File: config.mk
export PLATFORM = sky130hd
export DESIGN_NAME = mode_gain_pid_differential_drive_unit
export DESIGN_NICKNAME = d
export VERILOG_FILES = /design/src/sv/mgpid_pkg.sv /design/src/sv/mode_gain_pid_differential_drive_unit.sv /design/src/sv/mgpid_front.sv /design/src/sv/mgpid_mult.sv /design/src/sv/mgpid_mix.sv
export SDC_FILE = /design/constraint.sdc
export NUM_CORES = 2
export LEC_CHECK = 0
export BUFFER_PORTS_ARGS = -buffer_cell sky130_fd_sc_hd__buf_2
export CAP_MARGIN = 20
export CORE_MARGIN = 10
export CORE_UTILIZATION = 45
export CTS_BUF_LIST = sky130_fd_sc_hd__clkbuf_4 sky130_fd_sc_hd__clkbuf_8
export CTS_CLUSTER_DIAMETER = 100
export DETAILED_ROUTE_END_ITERATION = 10
export GPL_ROUTABILITY_DRIVEN = 0
export PLACE_DENSITY = 0.68
export RECOVER_POWER = 25
export SETUP_SLACK_MARGIN = 0.02
export SLEW_MARGIN = 0
export SYNTH_ARGS = -nofsm -noshare
export SYNTH_HDL_FRONTEND = slang
export SYNTH_HIERARCHICAL = 1
export SYNTH_SLANG_ARGS = --single-unit
export TNS_END_PERCENT = 20
File: constraint.sdc
create_clock -name clk_i -period 10.4 [get_ports clk_i]
set_input_delay 1.04 -clock clk_i [delete_from_list [all_inputs] [get_ports clk_i]]
set_output_delay 1.04 -clock clk_i [all_outputs]
set_load 0.05 [all_outputs]
File: src/sv/mgpid_pkg.sv
package mgpid_pkg;

  // field widths
  localparam int ERR_W    = 12;
  localparam int ES_W     = 10;
  localparam int GAIN_W   = 16;
  localparam int BASE_W   = 8;
  localparam int DRIVE_W  = 9;
  localparam int KIND_W   = 3;
  localparam int CFG_IDX_W = 3;

  // integral clamp, fixed point, adjustment and speed limits
  localparam int SUM_LIMIT = 500;
  localparam int Q_SHIFT   = 12;
  localparam int ADJ_LIMIT = 80;
  localparam int SPEED_MIN = 50;
  localparam int SPEED_MAX = 255;

  // derived widths
  localparam int SUM_W = ((ERR_W > ES_W) ? ERR_W : ES_W) + 1;
  localparam int DER_W = ERR_W + 1;
  localparam int PKP_W = GAIN_W + 1 + ERR_W;
  localparam int PKI_W = GAIN_W + 1 + ES_W;
  localparam int PKD_W = GAIN_W + 1 + DER_W;
  localparam int ACC_W = ((PKP_W > PKD_W) ? PKP_W : PKD_W) + 2;
  localparam int ADJ_W = 8;
  localparam int SPD_W = BASE_W + 2;

  typedef enum logic [KIND_W-1:0] {
    MODE_WAIT   = 3'd0,
    MODE_FWD    = 3'd1,
    MODE_REV_L  = 3'd2,
    MODE_REV_R  = 3'd3,
    MODE_SRCH_L = 3'd4,
    MODE_SRCH_R = 3'd5
  } mode_e;

  localparam logic [CFG_IDX_W-1:0] REG_GAIN_FWD  = 3'd0;
  localparam logic [CFG_IDX_W-1:0] REG_GAIN_REV  = 3'd1;
  localparam logic [CFG_IDX_W-1:0] REG_GAIN_SRCH = 3'd2;
  localparam logic [CFG_IDX_W-1:0] REG_GAIN_INT  = 3'd3;
  localparam logic [CFG_IDX_W-1:0] REG_GAIN_DER  = 3'd4;
  localparam logic [CFG_IDX_W-1:0] REG_BASE_FWD  = 3'd5;
  localparam logic [CFG_IDX_W-1:0] REG_BASE_REV  = 3'd6;
  localparam logic [CFG_IDX_W-1:0] REG_BASE_SRCH = 3'd7;

  typedef struct packed {
    logic [GAIN_W-1:0] kp;
    logic [GAIN_W-1:0] ki;
    logic [GAIN_W-1:0] kd;
    logic [BASE_W-1:0] base_fwd;
    logic [BASE_W-1:0] base_rev;
    logic [BASE_W-1:0] base_srch;
    logic [GAIN_W-1:0] kp_rev;
    logic [GAIN_W-1:0] kp_srch;
  } cfg_t;

  // operands after the integral and derivative update
  typedef struct packed {
    logic signed [ERR_W-1:0] err;
    logic signed [ES_W-1:0]  sum;
    logic signed [DER_W-1:0] deriv;
    logic [GAIN_W-1:0]       kp;
    logic [GAIN_W-1:0]       ki;
    logic [GAIN_W-1:0]       kd;
    logic [BASE_W-1:0]       base;
    logic                    fwd_route;
    logic                    stop;
  } opnd_t;

  // the three weighted terms
  typedef struct packed {
    logic signed [PKP_W-1:0] p_kp;
    logic signed [PKI_W-1:0] p_ki;
    logic signed [PKD_W-1:0] p_kd;
    logic [BASE_W-1:0]       base;
    logic                    fwd_route;
    logic                    stop;
  } prod_t;

endpackage

File: src/sv/mode_gain_pid_differential_drive_unit.sv
// an accepted word passes the operand, product and output registers in order
// throughput: one word per cycle while the output is free or taken; the error
//   sum and last error update on accept, so the next word sees them at once
// the three pipeline stages advance together while the output is free or taken
// reset (async, active low) clears the valid bits, error sum and last error,
//   and loads the gain and base speed registers with their default values
module mode_gain_pid_differential_drive_unit
  import mgpid_pkg::*;
(
  input  logic                      clk_i,
  input  logic                      rst_ni,
  // configuration write port
  input  logic                      cfg_we_i,
  input  logic [CFG_IDX_W-1:0]      cfg_index_i,
  input  logic [GAIN_W-1:0]         cfg_data_i,
  // input word
  input  logic                      in_valid_i,
  output logic                      in_ready_o,
  input  logic signed [ERR_W-1:0]   position_error_i,
  input  logic [KIND_W-1:0]         kind_i,
  // result word
  output logic                      out_valid_o,
  input  logic                      out_ready_i,
  output logic signed [DRIVE_W-1:0] motor_a_drive_o,
  output logic signed [DRIVE_W-1:0] motor_b_drive_o,
  output logic                      stopped_o
);

  cfg_t  cfg_q;
  opnd_t opnd;
  prod_t prod;
  logic  v1_q, v2_q, v3_q;
  logic  en;
  logic  accept;

  // whole pipe moves when the output register is empty or being drained
  assign en         = !v3_q || out_ready_i;
  assign in_ready_o = en;
  assign accept     = in_valid_i && en;

  // configuration registers
  always_ff @(posedge clk_i or negedge rst_ni) begin
    if (!rst_ni) begin
      cfg_q.kp        <= GAIN_W'(410);
      cfg_q.kp_rev    <= GAIN_W'(614);
      cfg_q.kp_srch   <= GAIN_W'(205);
      cfg_q.ki        <= '0;
      cfg_q.kd        <= '0;
      cfg_q.base_fwd  <= BASE_W'(70);
      cfg_q.base_rev  <= BASE_W'(49);
      cfg_q.base_srch <= BASE_W'(50);
    end else if (cfg_we_i) begin
      case (cfg_index_i)
        REG_GAIN_FWD:  cfg_q.kp        <= cfg_data_i;
        REG_GAIN_REV:  cfg_q.kp_rev    <= cfg_data_i;
        REG_GAIN_SRCH: cfg_q.kp_srch   <= cfg_data_i;
        REG_GAIN_INT:  cfg_q.ki        <= cfg_data_i;
        REG_GAIN_DER:  cfg_q.kd        <= cfg_data_i;
        REG_BASE_FWD:  cfg_q.base_fwd  <= cfg_data_i[BASE_W-1:0];
        REG_BASE_REV:  cfg_q.base_rev  <= cfg_data_i[BASE_W-1:0];
        REG_BASE_SRCH: cfg_q.base_srch <= cfg_data_i[BASE_W-1:0];
        default: ;
      endcase
    end
  end

  // stage valid bits
  always_ff @(posedge clk_i or negedge rst_ni) begin
    if (!rst_ni) begin
      v1_q <= 1'b0;
      v2_q <= 1'b0;
      v3_q <= 1'b0;
    end else if (en) begin
      v1_q <= accept;
      v2_q <= v1_q;
      v3_q <= v2_q;
    end
  end

  assign out_valid_o = v3_q;

  // stage 1: mode decode, integral and derivative, state update
  mgpid_front u_front (
    .clk_i    (clk_i),
    .rst_ni   (rst_ni),
    .accept_i (accept),
    .en_i     (en),
    .err_i    (position_error_i),
    .kind_i   (kind_i),
    .cfg_i    (cfg_q),
    .opnd_o   (opnd)
  );

  // stage 2: the three gain products
  mgpid_mult u_mult (
    .clk_i  (clk_i),
    .en_i   (en),
    .opnd_i (opnd),
    .prod_o (prod)
  );

  // stage 3: sum, clamp, wheel speeds, motor routing
  mgpid_mix u_mix (
    .clk_i           (clk_i),
    .en_i            (en),
    .prod_i          (prod),
    .motor_a_drive_o (motor_a_drive_o),
    .motor_b_drive_o (motor_b_drive_o),
    .stopped_o       (stopped_o)
  );

endmodule

File: src/sv/mgpid_front.sv
module mgpid_front
  import mgpid_pkg::*;
(
  input  logic                     clk_i,
  input  logic                     rst_ni,
  input  logic                     accept_i,
  input  logic                     en_i,
  input  logic signed [ERR_W-1:0]  err_i,
  input  logic [KIND_W-1:0]        kind_i,
  input  cfg_t                     cfg_i,
  output opnd_t                    opnd_o
);

  localparam logic signed [SUM_W-1:0] LIM_P = SUM_W'(SUM_LIMIT);
  localparam logic signed [SUM_W-1:0] LIM_N = -SUM_W'(SUM_LIMIT);

  logic signed [ES_W-1:0]  sum_q;
  logic signed [ERR_W-1:0] last_q;
  logic signed [SUM_W-1:0] sum_w;
  logic signed [ES_W-1:0]  sum_c;
  opnd_t                   opnd_d, opnd_q;

  always_comb begin
    sum_w = SUM_W'(sum_q) + SUM_W'(err_i);
    if (sum_w > LIM_P) begin
      sum_c = ES_W'(LIM_P);
    end else if (sum_w < LIM_N) begin
      sum_c = ES_W'(LIM_N);
    end else begin
      sum_c = ES_W'(sum_w);
    end

    opnd_d.err   = err_i;
    opnd_d.sum   = sum_c;
    opnd_d.deriv = DER_W'(err_i) - DER_W'(last_q);
    opnd_d.ki    = cfg_i.ki;
    opnd_d.kd    = cfg_i.kd;
    opnd_d.stop  = 1'b0;
    case (mode_e'(kind_i))
      MODE_WAIT: begin
        opnd_d.kp        = cfg_i.kp;
        opnd_d.base      = cfg_i.base_fwd;
        opnd_d.fwd_route = 1'b1;
        opnd_d.stop      = 1'b1;
      end
      MODE_FWD: begin
        opnd_d.kp        = cfg_i.kp;
        opnd_d.base      = cfg_i.base_fwd;
        opnd_d.fwd_route = 1'b1;
      end
      MODE_REV_L, MODE_REV_R: begin
        opnd_d.kp        = cfg_i.kp_rev;
        opnd_d.base      = cfg_i.base_rev;
        opnd_d.fwd_route = 1'b0;
      end
      MODE_SRCH_L, MODE_SRCH_R: begin
        opnd_d.kp        = cfg_i.kp_srch;
        opnd_d.base      = cfg_i.base_srch;
        opnd_d.fwd_route = 1'b1;
      end
      default: begin
        // unknown codes: forward gains, reverse wiring
        opnd_d.kp        = cfg_i.kp;
        opnd_d.base      = cfg_i.base_fwd;
        opnd_d.fwd_route = 1'b0;
      end
    endcase
  end

  always_ff @(posedge clk_i or negedge rst_ni) begin
    if (!rst_ni) begin
      sum_q  <= '0;
      last_q <= '0;
    end else if (accept_i) begin
      if (mode_e'(kind_i) == MODE_WAIT) begin
        sum_q  <= '0;
        last_q <= '0;
      end else begin
        sum_q  <= sum_c;
        last_q <= err_i;
      end
    end
  end

  always_ff @(posedge clk_i) begin
    if (en_i) begin
      opnd_q <= opnd_d;
    end
  end

  assign opnd_o = opnd_q;

endmodule

File: src/sv/mgpid_mult.sv
module mgpid_mult
  import mgpid_pkg::*;
(
  input  logic  clk_i,
  input  logic  en_i,
  input  opnd_t opnd_i,
  output prod_t prod_o
);

  prod_t prod_d, prod_q;

  always_comb begin
    prod_d.p_kp      = PKP_W'($signed({1'b0, opnd_i.kp}) * opnd_i.err);
    prod_d.p_ki      = PKI_W'($signed({1'b0, opnd_i.ki}) * opnd_i.sum);
    prod_d.p_kd      = PKD_W'($signed({1'b0, opnd_i.kd}) * opnd_i.deriv);
    prod_d.base      = opnd_i.base;
    prod_d.fwd_route = opnd_i.fwd_route;
    prod_d.stop      = opnd_i.stop;
  end

  always_ff @(posedge clk_i) begin
    if (en_i) begin
      prod_q <= prod_d;
    end
  end

  assign prod_o = prod_q;

endmodule

File: src/sv/mgpid_mix.sv
module mgpid_mix
  import mgpid_pkg::*;
(
  input  logic                      clk_i,
  input  logic                      en_i,
  input  prod_t                     prod_i,
  output logic signed [DRIVE_W-1:0] motor_a_drive_o,
  output logic signed [DRIVE_W-1:0] motor_b_drive_o,
  output logic                      stopped_o
);

  localparam logic signed [ACC_W-1:0] LIM_P = ACC_W'(ADJ_LIMIT * (2 ** Q_SHIFT));
  localparam logic signed [ACC_W-1:0] LIM_N = -ACC_W'(ADJ_LIMIT * (2 ** Q_SHIFT));
  localparam logic signed [ACC_W-1:0] RND   = ACC_W'((2 ** Q_SHIFT) - 1);
  localparam logic signed [SPD_W-1:0] SP_MIN = SPD_W'(SPEED_MIN);
  localparam logic signed [SPD_W-1:0] SP_MAX = SPD_W'(SPEED_MAX);

  logic signed [ACC_W-1:0]   acc;
  logic signed [ACC_W-1:0]   acc_b;
  logic signed [ADJ_W-1:0]   adj;
  logic signed [SPD_W-1:0]   base_s, left_w, right_w, left_c, right_c;
  logic signed [DRIVE_W-1:0] drv_a_d, drv_b_d, drv_a_q, drv_b_q;
  logic                      stop_q;

  always_comb begin
    acc = ACC_W'(prod_i.p_kp) + ACC_W'(prod_i.p_ki) + ACC_W'(prod_i.p_kd);
    // bias negatives so the shift truncates toward zero
    acc_b = acc[ACC_W-1] ? acc + RND : acc;
    if (acc > LIM_P) begin
      adj = ADJ_W'(ADJ_LIMIT);
    end else if (acc < LIM_N) begin
      adj = -ADJ_W'(ADJ_LIMIT);
    end else begin
      adj = ADJ_W'(acc_b >>> Q_SHIFT);
    end

    base_s  = $signed({2'b00, prod_i.base});
    left_w  = base_s - SPD_W'(adj);
    right_w = base_s + SPD_W'(adj);
    if (left_w > SP_MAX) begin
      left_c = SP_MAX;
    end else if (left_w < SP_MIN) begin
      left_c = SP_MIN;
    end else begin
      left_c = left_w;
    end
    if (right_w > SP_MAX) begin
      right_c = SP_MAX;
    end else if (right_w < SP_MIN) begin
      right_c = SP_MIN;
    end else begin
      right_c = right_w;
    end

    if (prod_i.stop) begin
      drv_a_d = '0;
      drv_b_d = '0;
    end else if (prod_i.fwd_route) begin
      drv_a_d = DRIVE_W'(left_c);
      drv_b_d = DRIVE_W'(right_c);
    end else begin
      drv_a_d = -DRIVE_W'(right_c);
      drv_b_d = -DRIVE_W'(left_c);
    end
  end

  always_ff @(posedge clk_i) begin
    if (en_i) begin
      drv_a_q <= drv_a_d;
      drv_b_q <= drv_b_d;
      stop_q  <= prod_i.stop;
    end
  end

  assign motor_a_drive_o = drv_a_q;
  assign motor_b_drive_o = drv_b_q;
  assign stopped_o       = stop_q;

endmodule
Yosys cells after proc, flatten, opt, wreduce, memory -nomap -nowiden. Index checks and enable logic that the tools add are counted.

Magnitude comparators: 8. Bitwise gates (word level): 0. Div/mod/pow operators: 0. Shift operators: 0. Multiply operators: 3. Eq/ne operators: 12. Add/sub/neg operators: 9. Multiplexer cells: 16. Reduce and logical (&&, ||, !) cells: 16.

Operator list (count): 9-bit 2-to-1 mux (6); 32-bit by 20-bit > comparator with 1-bit output, second input constant (1); 32-bit by 20-bit < comparator with 1-bit output, second input constant (1); 16-bit one-hot mux with 2 select lines (1); 30-bit by 30-bit adder with 31-bit output (1); 29-bit by 27-bit adder with 30-bit output (1); 17-bit by 13-bit multiplier with 30-bit output (1); 10-bit 2-to-1 mux (3); 17-bit by 12-bit multiplier with 29-bit output (1); 17-bit by 10-bit multiplier with 27-bit output (1); 9-bit one-hot mux with 3 select lines (1); 20-bit by 13-bit adder with 20-bit output, second input constant (1); 10-bit by 9-bit > comparator with 1-bit output, second input constant (2); 10-bit by 7-bit < comparator with 1-bit output, second input constant (2); 20-bit 2-to-1 mux (1); 3-bit == test, second input constant (6); 9-bit negation (2); 8-bit 2-to-1 mux (2); 2-bit AND reduction (8); 10-bit by 12-bit adder with 13-bit output (1); 13-bit by 10-bit > comparator with 1-bit output, second input constant (1); 13-bit by 10-bit < comparator with 1-bit output, second input constant (1); 12-bit by 12-bit subtractor with 13-bit output (1); 3-bit by 2-bit == test with 1-bit output, second input constant (4); 10 further kinds (14).

Memories kept: 0. Output and inout port bits: 21. Bits in latches: 0. Flip-flop bits (word level): 337. ROM bits: 0. RAM bits: 0. Word-level logic and storage cells: 95. Input bits: 39.

Longest topological paths before layout.
Word-level depth: 12. Depth in mapped cells: 36. Mapped depth without buffers: 35.

Modules after synthesis. The synthesis kept the hierarchy.

Modules (own cells, without submodules): mgpid_mult (cells each 2346, times used 1, sequential area each 2882.8 um^2, area each 21961.1 um^2); mgpid_front (cells each 474, times used 1, sequential area each 3343.2 um^2, area each 5730.5 um^2); mgpid_mix (cells each 640, times used 1, sequential area each 570.5 um^2, area each 5168.7 um^2); mode_gain_pid_differential_drive_unit (cells each 236, times used 1, sequential area each 2707.6 um^2, area each 4150.2 um^2).

Worst setup path after synthesis. Ideal clock, no wire load.

Path type: input to register. Start: input port out_ready_i. End: register u_front.last_q[0]. Cell stages on the path: 5. Path buffers: 2. Path slack: 2548 ps. Required time: 10265 ps. Library setup time: 135 ps. Arrival time: 7717 ps. Cell sequence: nand2b_1 > and2_1 > clkbuf_1 > clkbuf_1 > o21ai_0.

Longest elaborated chain between the ends: 2.

Ends and longest elaborated chain: start, declared (line mode_gain_pid_differential_drive_unit.sv:23) `input logic out_ready_i,`; 1-bit logical OR (line mode_gain_pid_differential_drive_unit.sv:37) `assign en = !v3_q || out_ready_i;`; 1-bit logical AND (line mode_gain_pid_differential_drive_unit.sv:39) `assign accept = in_valid_i && en;`; named net accept (line mode_gain_pid_differential_drive_unit.sv:34) `logic accept;`; end signal, assigned (line mgpid_front.sv:80) `last_q <= err_i;`; end, declared (line mgpid_front.sv:18) `logic signed [ERR_W-1:0] last_q;`.

The timed path passes the listed nets, and every way through them passes these cells. A chain may end at the register's enable or synchronous reset.

Worst setup path after layout.
Start: register u_mult.prod_q, in the netlist u_mult/prod_o[11]. End: register u_mix.drv_b_q[6], in the netlist u_mix/motor_b_drive_o[6] (data pin).

Longest elaborated chain between the ends: 11. Elaborated cells between the ends (all ways): 19. Classes of those cells: add/sub (5); order compare (6); mux (8).

Ends and longest elaborated chain: start, declared (line mgpid_mult.sv:10) `prod_t prod_d, prod_q;`; start signal, assigned (line mgpid_mult.sv:23) `prod_q <= prod_d;`; 30-bit by 30-bit adder with 31-bit output * (line mgpid_mix.sv:26) `acc = ACC_W'(prod_i.p_kp) + ACC_W'(prod_i.p_ki) + ACC_W'(prod_i.p_kd);`; 20-bit by 13-bit adder with 20-bit output (line mgpid_mix.sv:28) `acc_b = acc[ACC_W-1] ? acc + RND : acc;`; 20-bit 2-to-1 mux (line mgpid_mix.sv:28); 8-bit 2-to-1 mux (line mgpid_mix.sv:31) `end else if (acc < LIM_N) begin`; 8-bit 2-to-1 mux * (line mgpid_mix.sv:29) `if (acc > LIM_P) begin`; 9-bit by 8-bit subtractor with 10-bit output (line mgpid_mix.sv:38) `left_w = base_s - SPD_W'(adj);`; 10-bit by 7-bit < comparator with 1-bit output (line mgpid_mix.sv:42) `end else if (left_w < SP_MIN) begin`; 9-bit 2-to-1 mux (line mgpid_mix.sv:42); 9-bit 2-to-1 mux (line mgpid_mix.sv:40) `if (left_w > SP_MAX) begin`; 9-bit negation (line mgpid_mix.sv:63) `drv_b_d = -DRIVE_W'(left_c);`; 9-bit 2-to-1 mux * (line mgpid_mix.sv:58) `end else if (prod_i.fwd_route) begin`; end signal, assigned (line mgpid_mix.sv:70) `drv_b_q <= drv_b_d;`; end, declared (line mgpid_mix.sv:22) `logic signed [DRIVE_W-1:0] drv_a_d, drv_b_d, drv_a_q, drv_b_q;`.

Every way passes the cells marked *; elsewhere a longest branch is shown, timed or not.

==> metrics.txt <==
die height 307 um; setup violators final 0; DR WL/cell 18.6 um; fill count 7530; fin. max-slew vios 78; number of remaining DRC errors 0; postcts setup bufs 0; die width 307 um; Slew headroom -181%; commonest non-fill, non-tap cell in the layout inv_1; # rows 105; async set-reset flop share out of synthesis 38.3%; critical path's slowest cell nor3_1; status finished, violations left; Crit. End Element flip-flop; Distinct cells, synth 111; WP buf/inv 2; CTS buffer count 55; Worst-path clk slew 0.07 ns; syn_nets 4516; vias per cell 5.44; Syn. warnings 6; CP arrival 8.91 ns; CTS tree built; Startpoint Class flip-flop; max-cap check violation count 1; Tot GR Track Use 19.0%; CP top delay family compound AO/OA/AOI/OAI gates; skew final 0.0397 ns; Synth Flop Type edfxtp_1; Crit Path Class reg2reg; most frequent cells in the layout 570 x inv_1, 441 x fa_1, 428 x nand2_1; H-tree Lvls 2; Hold Buf Count CTS 0; First-pass DRT Iterations 7; Syn Inst Count 3696; core area 81800 um2; vias in the first global route 26900; fin nets 4495; pin count of the biggest net entering global routing 79; fin crit share 82.2%; CTS Sinks 337; sequential share of the synthesized area 25.7%; CP Max Fanout 12; CTS Buffer Depth 3; unrepaired setup endpoints after global routing false; Post-Syn Area 37000 um2; Starting Density 45.2%; initial antenna violation count 5; first-pass GRT wire length 144000 um; Hold Violations, Final 0; f_max 117 MHz; min Tclk post-route 8.55 ns; violated checks capacitance limit, slew limit; R2R Setup Slk 1.85 ns; layout cells sized above 1 9.05%; Port-buffer cells 59; CTS-repair resized insts 0; Setup TNS 0 ns; Avg Cell Area, Syn 10.0 um2; dpl hpwl 69500 um; vias 26100; Worst EP required 10.76 ns; grt ovf 0; Max stage delay on crit path 0.63 ns; top-level I/O count 60; worst skew pair latency 0.66 ns; DRT iter0 DRCs 1540; Die Area 94100 um2; Root Driver clkbuf_8; area grow syn2layout 6.06%; Hold Path Class reg2reg; Worst-Margin Slew 4.21 ns; register bit total from synthesis 337; WL final 89100 um; antenna viol nets, final 0; EDFF count, synth 208
## metal layers
metal / vias to the layer above / GRT usage, % / part of all wire, %
met4: 2 / 4.58 / 2.5
li1: 12200 / - / -
met1: 13100 / 25.7 / 45
met2: 710 / 32.0 / 47
met5: - / 0 / 0.011
met3: 112 / 2.54 / 5.0
## area by class of cell
| type | count | area [um2] | area share (%) |
|---|---|---|---|
| antenna | 3 | 7.51 | 0.0191 |
| clock inverter | 17 | 169 | 0.430 |
| multi-input combinational | 2638 | 24700 | 63.0 |
| inverter | 573 | 2150 | 5.49 |
| clock buffer | 87 | 1020 | 2.60 |
| timing repair buffer | 70 | 349 | 0.889 |
| sequential | 337 | 9500 | 24.2 |
| tap | 1070 | 1340 | 3.41 |
## metrics by stage
stage	hold WS (ns)	area [um2]	utilization (%)	setup WS (ns)	cells
6_report	0.418	39300	48.0	1.85	4795
2_1_floorplan	0.400	37000	-	2.55	3696
4_1_cts	0.407	39300	48.0	1.90	4792
3_3_place_gp	0.402	38100	46.6	2.11	4688
3_5_place_dp	0.405	38100	46.6	1.92	4688
5_1_grt	0.427	39300	48.0	1.22	4793
## registers in the layout (all words and copies together), names as in the netlist
signal / count
v2_q: 1
cfg_q: 104
out_valid_o: 1
u_mix/stopped_o: 1
u_front/sum_q: 10
v1_q: 1
u_front/last_q: 12
u_front/opnd_o: 93
u_mix/motor_b_drive_o: 9
u_mult/prod_o: 96
u_mix/motor_a_drive_o: 9
## Yosys cell counts (all sizes together) (6+ instances only)
library cell | instances | area, um2
a21o | 45 | 345
nand2b | 39 | 246
nor4 | 8 | 65.1
nor3 | 41 | 210
nand4 | 23 | 144
nand2 | 429 | 1610
o31ai | 6 | 45.0
o22ai | 6 | 37.5
edfxtp | 208 | 6250
ha | 340 | 4250
fa | 441 | 8830
nand3b | 7 | 52.6
a31o | 6 | 52.6
or3 | 12 | 75.1
nor4b | 6 | 88.8
or2 | 9 | 56.3
clkbuf | 118 | 443
nand3 | 39 | 195
buf | 30 | 214
a211oi | 50 | 385
a21oi | 147 | 751
xor2 | 44 | 393
xnor2 | 70 | 632
a31oi | 13 | 81.3
and4 | 6 | 52.6
a21boi | 14 | 109
dfrtp | 105 | 2630
o211a | 6 | 60.1
nor2b | 61 | 389
o211ai | 21 | 168
mux2i | 38 | 384
a311oi | 7 | 73.8
and2 | 219 | 1380
a41oi | 7 | 61.3
a211o | 10 | 87.6
o21a | 25 | 188
o21bai | 7 | 52.6
and3 | 18 | 120
inv | 573 | 2150
a221oi | 6 | 65.1
o21ai | 110 | 562
mux2 | 109 | 1270
nor2 | 127 | 479
dfstp | 24 | 631
## cell families (layout without fill, tap and decap cells)
logic type | Yosys count | in the layout | share of synthesized area [%]
AND/OR/NAND/NOR | 1062 | 1062 | 14.4
adder cells (fa/ha/maj) | 781 | 781 | 35.3
buffers and inverters | 721 | 747 | 7.59
AO/OA/AOI/OAI | 534 | 534 | 9.76
flip-flops | 337 | 337 | 25.7
multiplexers | 147 | 147 | 4.47
XOR/XNOR | 114 | 114 | 2.77
other | 0 | 3 | 0
## path summary, 6_finish.rpt
path	startpoint	endpoint	cells past startpoint
setup / recovery	u_mult/prod_o[11]	u_mix/motor_b_drive_o[6]	34
hold / removal	u_front/opnd_o[2]	u_mult/prod_o[2]	0
min in group asynchronous	rst_ni	cfg_q[53]	1
hold reg to reg	u_front/opnd_o[2]	u_mult/prod_o[2]	0
max in group asynchronous	rst_ni	cfg_q[97]	2
setup reg to reg	u_mult/prod_o[11]	u_mix/motor_b_drive_o[6]	34
Power is left out: the tool's default activity adds up to more than one toggle a clock period on the data nets, which glitch-free logic cannot reach.
